`src/hdl/assert_macros.svh`:
```
// Assertion macros for the RTL files.
`ifndef ASSERT_MACROS_SVH
`define ASSERT_MACROS_SVH

// expr holds at every clock edge outside reset
`define ASSERT_ALWAYS(label, clk, rst, expr) \
   label: assert property (@(posedge clk) disable iff (rst) (expr)) \
      else $error("assertion failed");

// cons holds in the same cycle as ante
`define ASSERT_IMPLIES(label, clk, rst, ante, cons) \
   label: assert property (@(posedge clk) disable iff (rst) (ante) |-> (cons)) \
      else $error("assertion failed");

// cons holds in the cycle after ante
`define ASSERT_NEXT(label, clk, rst, ante, cons) \
   label: assert property (@(posedge clk) disable iff (rst) (ante) |=> (cons)) \
      else $error("assertion failed");

`endif

```
`src/hdl/lkvc_pkg.sv`:
```
// Package: types, codes and defaults of the LRU key/value cache.
package lkvc_pkg;

   localparam int MAX_ENTRIES_DEF = 16;
   localparam int KEY_WIDTH_DEF   = 16;

   localparam int KEY_FIELD_W = 16;
   localparam int VAL_FIELD_W = 32;
   localparam int CFG_W       = 5;

   localparam logic [CFG_W-1:0] CAPACITY_RESET = 5'd16;

   typedef enum logic {
      OP_GET = 1'b0,
      OP_PUT = 1'b1
   } req_op_type;

   typedef struct packed {
      req_op_type                     op;
      logic [KEY_FIELD_W-1:0]         key;
      logic signed [VAL_FIELD_W-1:0]  value;
   } req_item_type;

   typedef struct packed {
      logic                           found;
      logic signed [VAL_FIELD_W-1:0]  read_value;
      logic                           evicted;
      logic [KEY_FIELD_W-1:0]         evicted_key;
   } rsp_item_type;

endpackage

```
`src/hdl/lkvc_store.sv`:
```
// Entry store: associative key compare, recency ranks, hit/evict/insert update.
`include "assert_macros.svh"

module lkvc_store #(
   parameter int MAX_ENTRIES = lkvc_pkg::MAX_ENTRIES_DEF,
   parameter int KEY_WIDTH   = lkvc_pkg::KEY_WIDTH_DEF
) (
   input  logic                        clock,
   input  logic                        reset,
   input  logic                        proc,
   input  lkvc_pkg::req_item_type      req,
   input  logic [lkvc_pkg::CFG_W-1:0]  capacity,
   output lkvc_pkg::rsp_item_type      rsp
);

   localparam int SKW    = (KEY_WIDTH < lkvc_pkg::KEY_FIELD_W) ? KEY_WIDTH
                                                               : lkvc_pkg::KEY_FIELD_W;
   localparam int RANK_W = (MAX_ENTRIES > 1) ? $clog2(MAX_ENTRIES) : 1;
   localparam int CNT_W  = $clog2(MAX_ENTRIES + 1);
   localparam int CMP_W  = (CNT_W > lkvc_pkg::CFG_W) ? CNT_W : lkvc_pkg::CFG_W;
   localparam int VW     = lkvc_pkg::VAL_FIELD_W;

   logic [SKW-1:0]         keys_ff  [MAX_ENTRIES];
   logic [VW-1:0]          values_ff[MAX_ENTRIES];
   logic [RANK_W-1:0]      rank_ff  [MAX_ENTRIES];
   logic [RANK_W-1:0]      rank_in  [MAX_ENTRIES];
   logic [MAX_ENTRIES-1:0] valid_ff, valid_in;
   logic [CNT_W-1:0]       count_ff, count_in;

   logic [SKW-1:0]         key_w;
   logic [MAX_ENTRIES-1:0] hit_vec, lru_vec, free_vec, slot_vec, wr_val_vec, wr_key_vec;
   logic                   hit_any, is_put, full, do_evict, do_insert, can_evict;
   logic [RANK_W-1:0]      hit_rank;
   logic [VW-1:0]          hit_value;
   logic [SKW-1:0]         lru_key;
   logic [CNT_W-1:0]       lru_rank;
   logic [CMP_W-1:0]       eff_cap;

   assign key_w    = req.key[SKW-1:0];
   assign is_put   = (req.op == lkvc_pkg::OP_PUT);
   assign lru_rank = count_ff - CNT_W'(1);

   always_comb begin
      logic seen;
      seen      = 1'b0;
      hit_rank  = '0;
      hit_value = '0;
      lru_key   = '0;
      for (int i = 0; i < MAX_ENTRIES; i++) begin
         hit_vec[i]  = valid_ff[i] && (keys_ff[i] == key_w);
         lru_vec[i]  = valid_ff[i] && (CNT_W'(rank_ff[i]) == lru_rank);
         free_vec[i] = !valid_ff[i] && !seen;
         if (!valid_ff[i]) begin
            seen = 1'b1;
         end
         hit_rank  = hit_rank  | (hit_vec[i] ? rank_ff[i]   : '0);
         hit_value = hit_value | (hit_vec[i] ? values_ff[i] : '0);
         lru_key   = lru_key   | (lru_vec[i] ? keys_ff[i]   : '0);
      end
   end

   always_comb begin
      if (capacity == '0) begin
         eff_cap = CMP_W'(1);
      end else if (CMP_W'(capacity) > CMP_W'(MAX_ENTRIES)) begin
         eff_cap = CMP_W'(MAX_ENTRIES);
      end else begin
         eff_cap = CMP_W'(capacity);
      end
   end

   assign hit_any   = |hit_vec;
   assign full      = CMP_W'(count_ff) >= eff_cap;
   assign can_evict = is_put && !hit_any && full && (|lru_vec);
   assign do_evict  = proc && can_evict;
   assign slot_vec  = do_evict ? lru_vec : free_vec;
   assign do_insert = proc && is_put && !hit_any && (|slot_vec);

   assign wr_key_vec = do_insert ? slot_vec : '0;
   assign wr_val_vec = (proc && is_put && hit_any) ? hit_vec : wr_key_vec;

   always_comb begin
      valid_in = valid_ff;
      count_in = count_ff;
      if (do_insert) begin
         valid_in = valid_ff | slot_vec;
         if (!do_evict) begin
            count_in = count_ff + CNT_W'(1);
         end
      end
      for (int i = 0; i < MAX_ENTRIES; i++) begin
         rank_in[i] = rank_ff[i];
         if (proc && hit_any) begin
            if (hit_vec[i]) begin
               rank_in[i] = '0;
            end else if (valid_ff[i] && (rank_ff[i] < hit_rank)) begin
               rank_in[i] = rank_ff[i] + RANK_W'(1);
            end
         end else if (do_insert) begin
            if (slot_vec[i]) begin
               rank_in[i] = '0;
            end else if (valid_ff[i]) begin
               rank_in[i] = rank_ff[i] + RANK_W'(1);
            end
         end
      end
   end

   always_comb begin
      rsp.found       = hit_any;
      rsp.read_value  = (hit_any && !is_put) ? hit_value : '0;
      rsp.evicted     = can_evict;
      rsp.evicted_key = can_evict ? lkvc_pkg::KEY_FIELD_W'(lru_key) : '0;
   end

   always_ff @(posedge clock) begin
      if (reset) begin
         valid_ff <= '0;
         count_ff <= '0;
      end else begin
         valid_ff <= valid_in;
         count_ff <= count_in;
      end
   end

   always_ff @(posedge clock) begin
      for (int i = 0; i < MAX_ENTRIES; i++) begin
         rank_ff[i] <= rank_in[i];
         if (wr_key_vec[i]) begin
            keys_ff[i] <= key_w;
         end
         if (wr_val_vec[i]) begin
            values_ff[i] <= req.value;
         end
      end
   end

   `ASSERT_ALWAYS(a_count_matches_valid, clock, reset, CNT_W'($countones(valid_ff)) == count_ff)
   `ASSERT_ALWAYS(a_count_max, clock, reset, count_ff <= CNT_W'(MAX_ENTRIES))
   `ASSERT_IMPLIES(a_evict_only_put_miss, clock, reset, proc && rsp.evicted,
                   is_put && !rsp.found)
   `ASSERT_NEXT(a_get_keeps_count, clock, reset, proc && !is_put, $stable(count_ff))

endmodule

```
`src/hdl/lru_key_value_cache.sv`:
```
// Top level: LRU key/value cache with request register, result register and CSR.
//
// Request channel (req_*): req_type selects get or put, req_lookup_key is the
// key and req_store_value the value a put stores. An item is taken at a clock
// edge where req_valid is high and req_stall is low.
// Result channel (rsp_*): one result item per request, in request order. It is
// taken at an edge where rsp_valid is high and rsp_stall is low.
// CSR channel (csr_*): csr_wdata writes capacity_ff when csr_valid and
// csr_ready are both high; csr_ready is always high. Write only while idle.
// The request is held in the input register and its result in the result register.
// Throughput: one item per cycle while rsp_stall is low; the key compare over
// all entries and the rank update are combinational between the two registers.
// When rsp_stall holds a waiting result, one more request is held in the input
// register and then req_stall rises until the result is taken.
// Reset (synchronous, active high) empties the store, clears both registers
// and sets the capacity to 16; there is no clearing pass.
module lru_key_value_cache #(
   parameter int MAX_ENTRIES = lkvc_pkg::MAX_ENTRIES_DEF,
   parameter int KEY_WIDTH   = lkvc_pkg::KEY_WIDTH_DEF
) (
   input  logic                                     clock,
   input  logic                                     reset,
   input  logic                                     req_valid,
   output logic                                     req_stall,
   input  logic                                     req_type,
   input  logic [lkvc_pkg::KEY_FIELD_W-1:0]         req_lookup_key,
   input  logic signed [lkvc_pkg::VAL_FIELD_W-1:0]  req_store_value,
   output logic                                     rsp_valid,
   input  logic                                     rsp_stall,
   output logic                                     rsp_found,
   output logic signed [lkvc_pkg::VAL_FIELD_W-1:0]  rsp_read_value,
   output logic                                     rsp_evicted,
   output logic [lkvc_pkg::KEY_FIELD_W-1:0]         rsp_evicted_key,
   input  logic                                     csr_valid,
   output logic                                     csr_ready,
   input  logic [lkvc_pkg::CFG_W-1:0]               csr_wdata
);

   logic                          in_valid_ff, in_valid_in;
   lkvc_pkg::req_item_type        in_ff;
   logic                          rsp_valid_ff, rsp_valid_in;
   lkvc_pkg::rsp_item_type        rsp_ff, rsp_w;
   logic [lkvc_pkg::CFG_W-1:0]    capacity_ff;
   logic                          proc, accept;

   assign proc      = in_valid_ff && (!rsp_valid_ff || !rsp_stall);
   assign req_stall = in_valid_ff && !proc;
   assign accept    = req_valid && !req_stall;
   assign csr_ready = 1'b1;

   always_comb begin
      in_valid_in = in_valid_ff;
      if (accept) begin
         in_valid_in = 1'b1;
      end else if (proc) begin
         in_valid_in = 1'b0;
      end
      rsp_valid_in = rsp_valid_ff && rsp_stall;
      if (proc) begin
         rsp_valid_in = 1'b1;
      end
   end

   always_ff @(posedge clock) begin
      if (reset) begin
         in_valid_ff  <= 1'b0;
         rsp_valid_ff <= 1'b0;
         capacity_ff  <= lkvc_pkg::CAPACITY_RESET;
      end else begin
         in_valid_ff  <= in_valid_in;
         rsp_valid_ff <= rsp_valid_in;
         if (csr_valid && csr_ready) begin
            capacity_ff <= csr_wdata;
         end
      end
   end

   always_ff @(posedge clock) begin
      if (accept) begin
         in_ff.op    <= lkvc_pkg::req_op_type'(req_type);
         in_ff.key   <= req_lookup_key;
         in_ff.value <= req_store_value;
      end
      if (proc) begin
         rsp_ff <= rsp_w;
      end
   end

   lkvc_store #(
      .MAX_ENTRIES (MAX_ENTRIES),
      .KEY_WIDTH   (KEY_WIDTH)
   ) u_store (
      .clock    (clock),
      .reset    (reset),
      .proc     (proc),
      .req      (in_ff),
      .capacity (capacity_ff),
      .rsp      (rsp_w)
   );

   assign rsp_valid       = rsp_valid_ff;
   assign rsp_found       = rsp_ff.found;
   assign rsp_read_value  = rsp_ff.read_value;
   assign rsp_evicted     = rsp_ff.evicted;
   assign rsp_evicted_key = rsp_ff.evicted_key;

endmodule

```
`config.mk`:
```
export PLATFORM = sky130hd
export DESIGN_NAME = lru_key_value_cache
export DESIGN_NICKNAME = d
export VERILOG_FILES = /design/src/hdl/lkvc_pkg.sv /design/src/hdl/lkvc_store.sv /design/src/hdl/lru_key_value_cache.sv
export VERILOG_INCLUDE_DIRS = /design/src /design/src/hdl
export SDC_FILE = /design/constraint.sdc
export NUM_CORES = 1
export LEC_CHECK = 0
export BUFFER_PORTS_ARGS = -buffer_cell sky130_fd_sc_hd__clkbuf_2
export CORE_MARGIN = 2
export CORE_UTILIZATION = 55
export CTS_CLUSTER_DIAMETER = 60
export DETAILED_ROUTE_END_ITERATION = 7
export PLACE_DENSITY_LB_ADDON = 0.25
export SETUP_SLACK_MARGIN = 0.1
export SLEW_MARGIN = 20
export SYNTH_ARGS = -nofsm -noshare
export SYNTH_HDL_FRONTEND = slang
export SYNTH_SLANG_ARGS = --single-unit
```
`constraint.sdc`:
```
create_clock -name clock -period 9 [get_ports clock]
set_clock_uncertainty 0.1 [all_clocks]
set_input_delay 2.25 -clock clock [delete_from_list [all_inputs] [get_ports clock]]
set_output_delay 2.25 -clock clock [all_outputs]
set_load 0.005 [all_outputs]
```
# After elaboration in Yosys (flattened, before gate mapping)

Memory sizes are Yosys's and may differ from the RTL's.
Cells that the tools add are included.

Bitwise logic cells: 47
Magnitude comparators: 18
Mux-type cells: 231
Add/subtract/negate cells: 18
Eq/ne operators: 32
Reductions and logical operators: 120

Operator list:

| operator                                                            | number |
|---|---|
| 32-bit two-way mux                                                  | 16 |
| 32-bit bitwise OR                                                   | 15 |
| 4-bit two-way mux                                                   | 112 |
| 16-bit two-way mux                                                  | 19 |
| 16-bit == test                                                      | 16 |
| 16-bit bitwise OR                                                   | 16 |
| 1-bit two-way mux                                                   | 82 |
| 4-bit by 5-bit == test with 1-bit output                            | 16 |
| 1-bit logical AND                                                   | 77 |
| 4-bit by 1-bit adder with 4-bit output (second input constant)      | 16 |
| 4-bit less-than comparator                                          | 16 |
| 4-bit bitwise OR                                                    | 15 |
| 16-bit OR reduction                                                 | 3 |
| 1-bit zero test                                                     | 36 |
| 5-bit two-way mux                                                   | 2 |
| 5-bit by 1-bit adder with 5-bit output (second input constant)      | 1 |
| 5-bit greater-or-equal comparator                                   | 1 |
| 5-bit > comparator (second input constant)                          | 1 |
| 5-bit zero test                                                     | 1 |
| 5-bit by 1-bit subtractor with 5-bit output (second input constant) | 1 |
| 2-bit AND reduction                                                 | 1 |
| 2-bit nonzero test                                                  | 1 |
| 1-bit logical OR                                                    | 1 |
| 1-bit NOT                                                           | 1 |

Register bits after elaboration: 127
Input port bits: 59
Logic and storage cells: 481
Memories kept: 3
Output and inout bits: 53
Memory bits (writable): 832

Memories:

| memory            | words | bits a word | rd ports | clocked after Yosys merged registers in | write ports | line             | RTL |
|---|---|---|---|---|---|---|---|
| u_store.values_ff | 16    | 32          | 16       | 0                                       | 16          | lkvc_store.sv:24 | `logic [VW-1:0] values_ff[MAX_ENTRIES];` |
| u_store.keys_ff   | 16    | 16          | 16       | 0                                       | 16          | lkvc_store.sv:23 | `logic [SKW-1:0] keys_ff [MAX_ENTRIES];` |
| u_store.rank_ff   | 16    | 4           | 16       | 0                                       | 16          | lkvc_store.sv:25 | `logic [RANK_W-1:0] rank_ff [MAX_ENTRIES];` |

# Logic depth before layout (Yosys ltp)

Gate-level depths: netlist (run 1).

Depth after elaboration: 24
Depth in mapped cells: 18
Depth with buffers taken out: 15

# Hierarchy

From an unflattened synthesis (run 1), not the netlist that was laid out.

Cells, all modules: 2926
Area total of the unflattened synthesis: 41964.0 µm²

Modules (own cells, without submodules):

| module              | area each (µm²) | cells an instance | times used | sequential area each (µm²) |
|---|---|---|---|---|
| lkvc_store          | 38720.9         | 2799              | 1          | 25404.4 |
| lru_key_value_cache | 3243.1          | 127               | 1          | 3113.0 |

# Least setup slack after synthesis (run 1)

No wires, ideal clock.

Path kind: input -> register
Start: in rsp_stall
End: mem u_store.values_ff[11][0] in the netlist's numbering, enable pin
Data required time: 8.428 ns
Path buffers: 1
Setup slack: 1.312 ns
Setup time: 0.472 ns
Arrival: 7.116 ns
Stages on the path: 6
Path through: nand2_1 -> and2_0 -> and2_1 -> buf_2 -> nand2_1 -> o32ai_1

RTL lines:

| what        | line                      | RTL |
|---|---|---|
| from (decl) | lru_key_value_cache.sv:29 | `input logic rsp_stall,` |
| to (decl)   | lkvc_store.sv:24          |  |

==> results of run 1 <==
-- how the worst max path moves through the flow --
stage                        start                        to  slack, ps
2_1_floorplan            rsp_stall  u_store.values_ff[11][0]       1310
3_3_place_gp   u_store.count_ff[0]   u_store.values_ff[2][5]       2150
3_5_place_dp   u_store.count_ff[0]  u_store.values_ff[4][17]       1940
4_1_cts        u_store.count_ff[0]  u_store.values_ff[4][22]       1940
5_1_grt        u_store.count_ff[0]  u_store.values_ff[4][22]       1680
6_report       u_store.count_ff[0]  u_store.values_ff[4][17]       1790
-- through the flow --
stage	instances	utilization (%)	power, mW	hold slack, ps
floorplan	2767	-	5.21	357
global placement	3776	58.3	5.33	378
detailed placement	3776	58.3	5.34	395
CTS	3956	62.8	9.46	410
global route	3957	62.8	9.65	421
finish	3961	62.8	9.43	403
-- report_power, final --
part | switching, mW | internal, mW | total (mW)
combinational | 0.181 | 0.0813 | 0.262
sequential | 0.0547 | 4.93 | 4.98
clock | 1.79 | 2.39 | 4.18
-- cells in the mapped netlist (all sizes together) (15+ instances only) --
cell type and number:
nand2 46, inv 20, o22ai 40, clkbuf 114
xor2 242, a31oi 25, o21a 16, a221o 16
nor3 48, nand3 62, nor2b 39, nor4 55
dfxtp 28, and3 45, a22oi 142, a22o 131
nand4 82, ha 39, a21oi 24, a31o 15
buf 54, o21ai 26, nor2 140, a221oi 104
xnor2 109, a41oi 26, edfxtp 931
-- routing by layer --
layer,part of all wire (%),track usage [%],up-vias,wire (um)
li1,-,-,11400,-
met1,38,50.2,14100,54300
met2,46,57.6,2019,65200
met3,11,6.99,392,14900
met4,5.1,15.4,4,7250
met5,0.024,0,-,34
-- flip-flops by register name, indices dropped and copies added (netlist names) --
register           count
u_store.values_ff    512
u_store.keys_ff      256
u_store.rank_ff       64
in_ff                 49
rsp_read_value        32
rsp_evicted_key       16
u_store.valid_ff      16
capacity_ff            5
u_store.count_ff       5
in_valid_ff            1
rsp_evicted            1
rsp_found              1
rsp_valid              1
-- layout by cell type, fill, tap and decap left out, types with 10 or more instances in the layout --
cell type  Yosys  final
nor2_1       140    124
nor2b_1       39     38
clkbuf_2       0    110
xnor2_1      107    107
edfxtp_1     931    931
nor3_1        37     30
a21oi_1       24     24
nand2_1       46     46
inv_1         20     20
or2_2         10     10
mux2i_1       14     14
dfxtp_1       28     28
o22ai_1       40     40
o2111ai_1     10     10
nand4_1       82     82
clkinv_2       0     18
clkbuf_16      0     97
clkinv_1       1     24
nor2_2         0     12
o21a_1        16     16
a31oi_1       25     25
ha_1          39     39
nor3_2         8     14
a221oi_1     104    104
a22oi_1      142    142
a31o_2         7     12
xor2_1       242    241
a221o_1       16     16
bufinv_16      0     13
o21ai_0       26     26
nor4_1        53     50
buf_4          8     98
nand3_1       60     60
and4b_1       10     10
a41oi_1       25     25
a22o_1       131    131
and3_1        45     45
-- worst max-delay path, delay by kind of cell (launching register included) --
family / cells / cell delay, ps
compound gates: 4 / 2170
xor+xnor: 1 / 200
fa+ha+maj: 1 / 980
buf+inv: 4 / 1170
flops: 1 / 310
simple gates: 5 / 1920
-- kinds of logic after synthesis --
| kind of cell | Yosys count |
|---|---|
| flip-flops | 959 |
| AO/OA/AOI/OAI | 611 |
| AND/OR/NAND/NOR | 593 |
| XOR/XNOR | 356 |
| buffers and inverters | 189 |
| adder cells (fa/ha/maj) | 39 |
| multiplexers | 19 |
| other | 1 |
-- layout make-up --
type                    count  area (um2)
diodes                      4        10.0
clock buffers             107        2480
clock inverters            73         833
fillers                  5372       27700
inverters                  21        78.8
multi-input cells        1619       12300
flip-flops and latches    959       28500
well taps                 969        1210
repair buffers            209        1310
==> impl_metrics.tcl, run 1 <==
set metrics [dict create \
    synth_top_family_by_area "compound AO/OA/AOI/OAI gates" \
    core_um2 74400 \
    grt_max_degree 54 \
    num_vias 27900 \
    vias_per_cell 7.04 \
    cts_buffers 97 \
    io_pins 112 \
    drv_slew 0 \
    cp.arrival_ps 7510 \
    relSlewSlack_pct 19.4 \
    reg2reg_to "u_store.values_ff[4][17]" \
    r2r-start "u_store.count_ff[0]" \
    die-area_um2 77500 \
    synthAdderAreaFrac_pct 1.18 \
    syn_area_per_cell_um2 15.0 \
    ys_ff_latch 959 \
    drv_cap 0 \
    firstDrtPassIters 5 \
    synth_cells 2767 \
    cp_max_fo 25 \
    synth_compound_area_share_pct 11.7 \
    wire_per_inst_um 35.8 \
    cp_cell_sequence "buf_4 -> inv_1 -> ha_1 -> xor2_1 -> nand4_1 -> nor3_2 -> buf_4 -> nor4_1 -> a41oi_2 -> nand3_2 -> o2bb2ai_1 -> o31ai_4 -> nor2_2 -> a31o_2 -> buf_4" \
    htree_levels 3 \
    cts_resized 0 \
    dp_slack_ps 1940 \
    setup_tns_ps 0 \
    setup_violations 0 \
    drc 0 \
    critPathKind "flip-flop to flip-flop" \
    grt.total_usage_pct 36.5 \
    cts_hold_buf 0 \
    hold_viol 0 \
    fin_crit_sh_pct 80.1 \
    async_flop_share_pct 0 \
    grt_pass1_wl_mm 201 \
    holdCritStartpoint "in_ff[43]" \
    tightest_slew_ps 1210 \
    gr-total-overflow 0 \
    whs_endpoint "u_store.keys_ff[1][27]" \
    ff2ff_path_depth 15 \
    clk_latency_ps 700 \
    cp-start-kind "flip-flop" \
    critPathMaxStageDelay_ps 980 \
    post_cts_buffers 0 \
    crit_required_ps 9300 \
    cts-root-buf "clkbuf_16" \
    synthXorXnorAreaFrac_pct 7.76 \
    ant_nets 0 \
    synth_cell_type_count 73 \
    hold_depth 0 \
    hp-class "flip-flop to flip-flop" \
    path_common_cell "buf_4" \
    drt_iter0_markers 4115 \
    ys.flop_type "edfxtp_1" \
    cts.reportedPaths.clkPinSlew_ps 60 \
    synth_edf_count 931 \
    syn_nets 2865 \
    clockBufferDepth 3 \
    die_h_um 278 \
    stdcell_area_um2 46800 \
    post-route-min-period_ps 7210 \
    area_growth_pct 13.0 \
    ir_worst_vdd_v 0.000199 \
    start_util_pct 55.6 \
    antenna_found_initial 5 \
    max_freq_ghz 0.139 \
    crit_path_end_kind "flip-flop" \
    layout-drive-gt1-share_pct 14.9 \
    die_w_um 278 \
    cts_tree "built" \
    post-synth-top-area-cell "edfxtp_1" \
    grt_pass1_vias 27100 \
    setup_ws_ps 1790 \
    leakage_nw 14.7 \
    synth.area.mux_share_pct 0.475 \
    ff2ff_setup_slack_ps 1790 \
    wirelength_mm 142 \
    gp_congestion 1.03 \
    powerDensity_nw_per_um2 202 \
    io_buffers 110 \
    synth_top_area_share_pct 67.6 \
    rows 100 \
    slowest_stage "ha_1" \
    cts_sinks 959 \
    netlist_area_um2 41400 \
    grt_setup_unrepaired "false" \
    synthTopCellsByArea "edfxtp_1 68%, xor2_1 5.1%, a22o_1 2.8%" \
    status "finished clean" \
    yosysSeqAreaShare_pct 68.9 \
    yosys_warnings 0 \
    nets 3005 \
    synthSimpleGateAreaFrac_pct 8.05 \
    place_area_um2 43400 \
    dp_hpwl_mm 92.3 \
]
No activity file was read; power rests on OpenSTA's default activity.
==> run 2: changes to the inputs <==
clock period = 6.39 ns   (was 9 ns; I/O delays follow)
==> impl_metrics.tcl, run 2 (synthesis gave the netlist of run 1 again) <==
set metrics [dict create \
    max_flop_register "u_store.values_ff" \
    die-area_um2 77500 \
    dp_hpwl_mm 93.3 \
    fin_crit_sh_pct 87.8 \
    wirelength_mm 147 \
    htree_levels 3 \
    cp.arrival_ps 5820 \
    num_vias 27900 \
    antenna_found_initial 4 \
    ant_nets 0 \
    setup_ws_ps 779 \
    cts.reportedPaths.clkPinSlew_ps 60 \
    setup_violations 0 \
    final_cells 3980 \
    grt_pass1_vias 26700 \
    power_frac_seq_pct 54.3 \
    io_pins 112 \
    final_util_pct 63.0 \
    max_freq_ghz 0.178 \
    largestRegisters "u_store.values_ff x512, u_store.keys_ff x256, u_store.rank_ff x64" \
    layout-drive-gt1-share_pct 15.0 \
    drv_slew 0 \
    post_cts_buffers 0 \
    drc 0 \
    grt_pass1_wl_mm 205 \
    final_cell_mix "931 x edfxtp_1, 241 x xor2_1, 142 x a22oi_1" \
    crit_required_ps 6600 \
    gr-total-overflow 0 \
    place_inst 3799 \
    die_h_um 278 \
    io_buffers 110 \
    cts_buffers 98 \
    nets 3028 \
    critPathKind "flip-flop to flip-flop" \
    firstDrtPassIters 6 \
    wire_per_inst_um 36.9 \
    ir_worst_vdd_v 0.000282 \
    final_common_cell "edfxtp_1" \
    p_sw_mw 2.82 \
    post-route-min-period_ps 5610 \
    hold_viol 0 \
    grt_max_degree 53 \
    p_sw_share_pct 21.8 \
    cp-start-kind "flip-flop" \
    timing.hold.ws_ps 412 \
    start_util_pct 55.6 \
    place_area_um2 43800 \
    drt_iter0_markers 4043 \
    cts_hold_buf 0 \
    relSlewSlack_pct 21.1 \
    p_comb_share_pct 2.9 \
    cp_max_fo 18 \
    vias_per_cell 7.00 \
    cts_resized 0 \
    grt_setup_unrepaired "false" \
    finalPower_mw 13.0 \
    largest_reg_flops 512 \
    setup_tns_ps 0 \
    cts_sinks 959 \
    internal-power_mw 10.1 \
    gp_congestion 0.996 \
    num-fill-cells 5386 \
    hp-class "flip-flop to flip-flop" \
    rows 100 \
    core_um2 74400 \
    crit_path_end_kind "flip-flop" \
    powerDensity_nw_per_um2 276 \
    drv_cap 0 \
    dp_slack_ps 936 \
    cts-root-buf "clkbuf_16" \
    status "finished clean" \
    tightest_slew_ps 1180 \
    stdcell_area_um2 46900 \
    area_growth_pct 13.4 \
    grt.total_usage_pct 37.8 \
    pwr-share-clk_pct 42.7 \
    cts_tree "built" \
    clk_latency_ps 700 \
    clockBufferDepth 3 \
    leakage_nw 14.8 \
    die_w_um 278 \
]
-- run 2: cell types whose count changed in the layout (fill, tap and decap cells not counted), sizes merged --
| cell | before | now |
|---|---|---|
| buf | 99 | 121 |
| bufinv | 13 | 5 |
| clkbuf | 217 | 227 |
| clkinv | 47 | 50 |
| clkinvlp | 8 | 3 |
| diode | 4 | 2 |
| inv | 26 | 25 |
-- run 2: path summary, 6_finish.rpt --
| kind | start | end | slack, ps | depth (start not counted) |
|---|---|---|---|---|
| worst max register to register | in_ff[45] | u_store.rank_ff[1][26] | 780 | 14 |
| worst min register to register | capacity_ff[0] | capacity_ff[0] | 410 | 2 |
| worst max-delay path | in_ff[45] | u_store.rank_ff[1][26] | 780 | 14 |
| worst min-delay path | capacity_ff[0] | capacity_ff[0] | 410 | 2 |
-- run 2: layer usage --
layer  vias up  GRT usage [%]  share of wire (%)
met5         -              0              0.018
met4         4           17.9                5.6
met3       422           7.77                 10
met2      1960           60.9                 47
met1     14100           49.7                 37
li1      11400              -                  -
-- run 2: power by group through the flow --
stage / logic (mW) / registers (mW) / clock network [mW]
2_1_floorplan: 0.204 / 7.13 / 0
3_3_place_gp: 0.366 / 7.17 / 0
3_5_place_dp: 0.367 / 7.17 / 0
4_1_cts: 0.369 / 7.04 / 5.56
5_1_grt: 0.391 / 7.05 / 5.82
6_report: 0.378 / 7.04 / 5.54
-- run 2: layout make-up --
type	instances	area, um2	area share [%]
Multi-Input combinational cell	1619	12300	26.3
Inverter	21	78.8	0.168
Clock buffer	117	2540	5.42
Antenna cell	2	5.00	0.0107
Sequential cell	959	28500	60.8
Timing Repair Buffer	231	1670	3.56
Clock inverter	62	571	1.22
Tap cell	969	1210	2.58
-- run 2: worst max-delay path, cell delays in order (launching register included) --
cell and delay (ps):
edfxtp_1 860, buf_4 400, xor2_1 100, nor4_1 890, nand2_1 420, nor3_2 570, a22o_1 210, a221o_1 190
nor3_4 90, buf_4 220, ha_1 190, nand2b_1 160, a211oi_1 260, nor3_1 70, o22ai_1 470
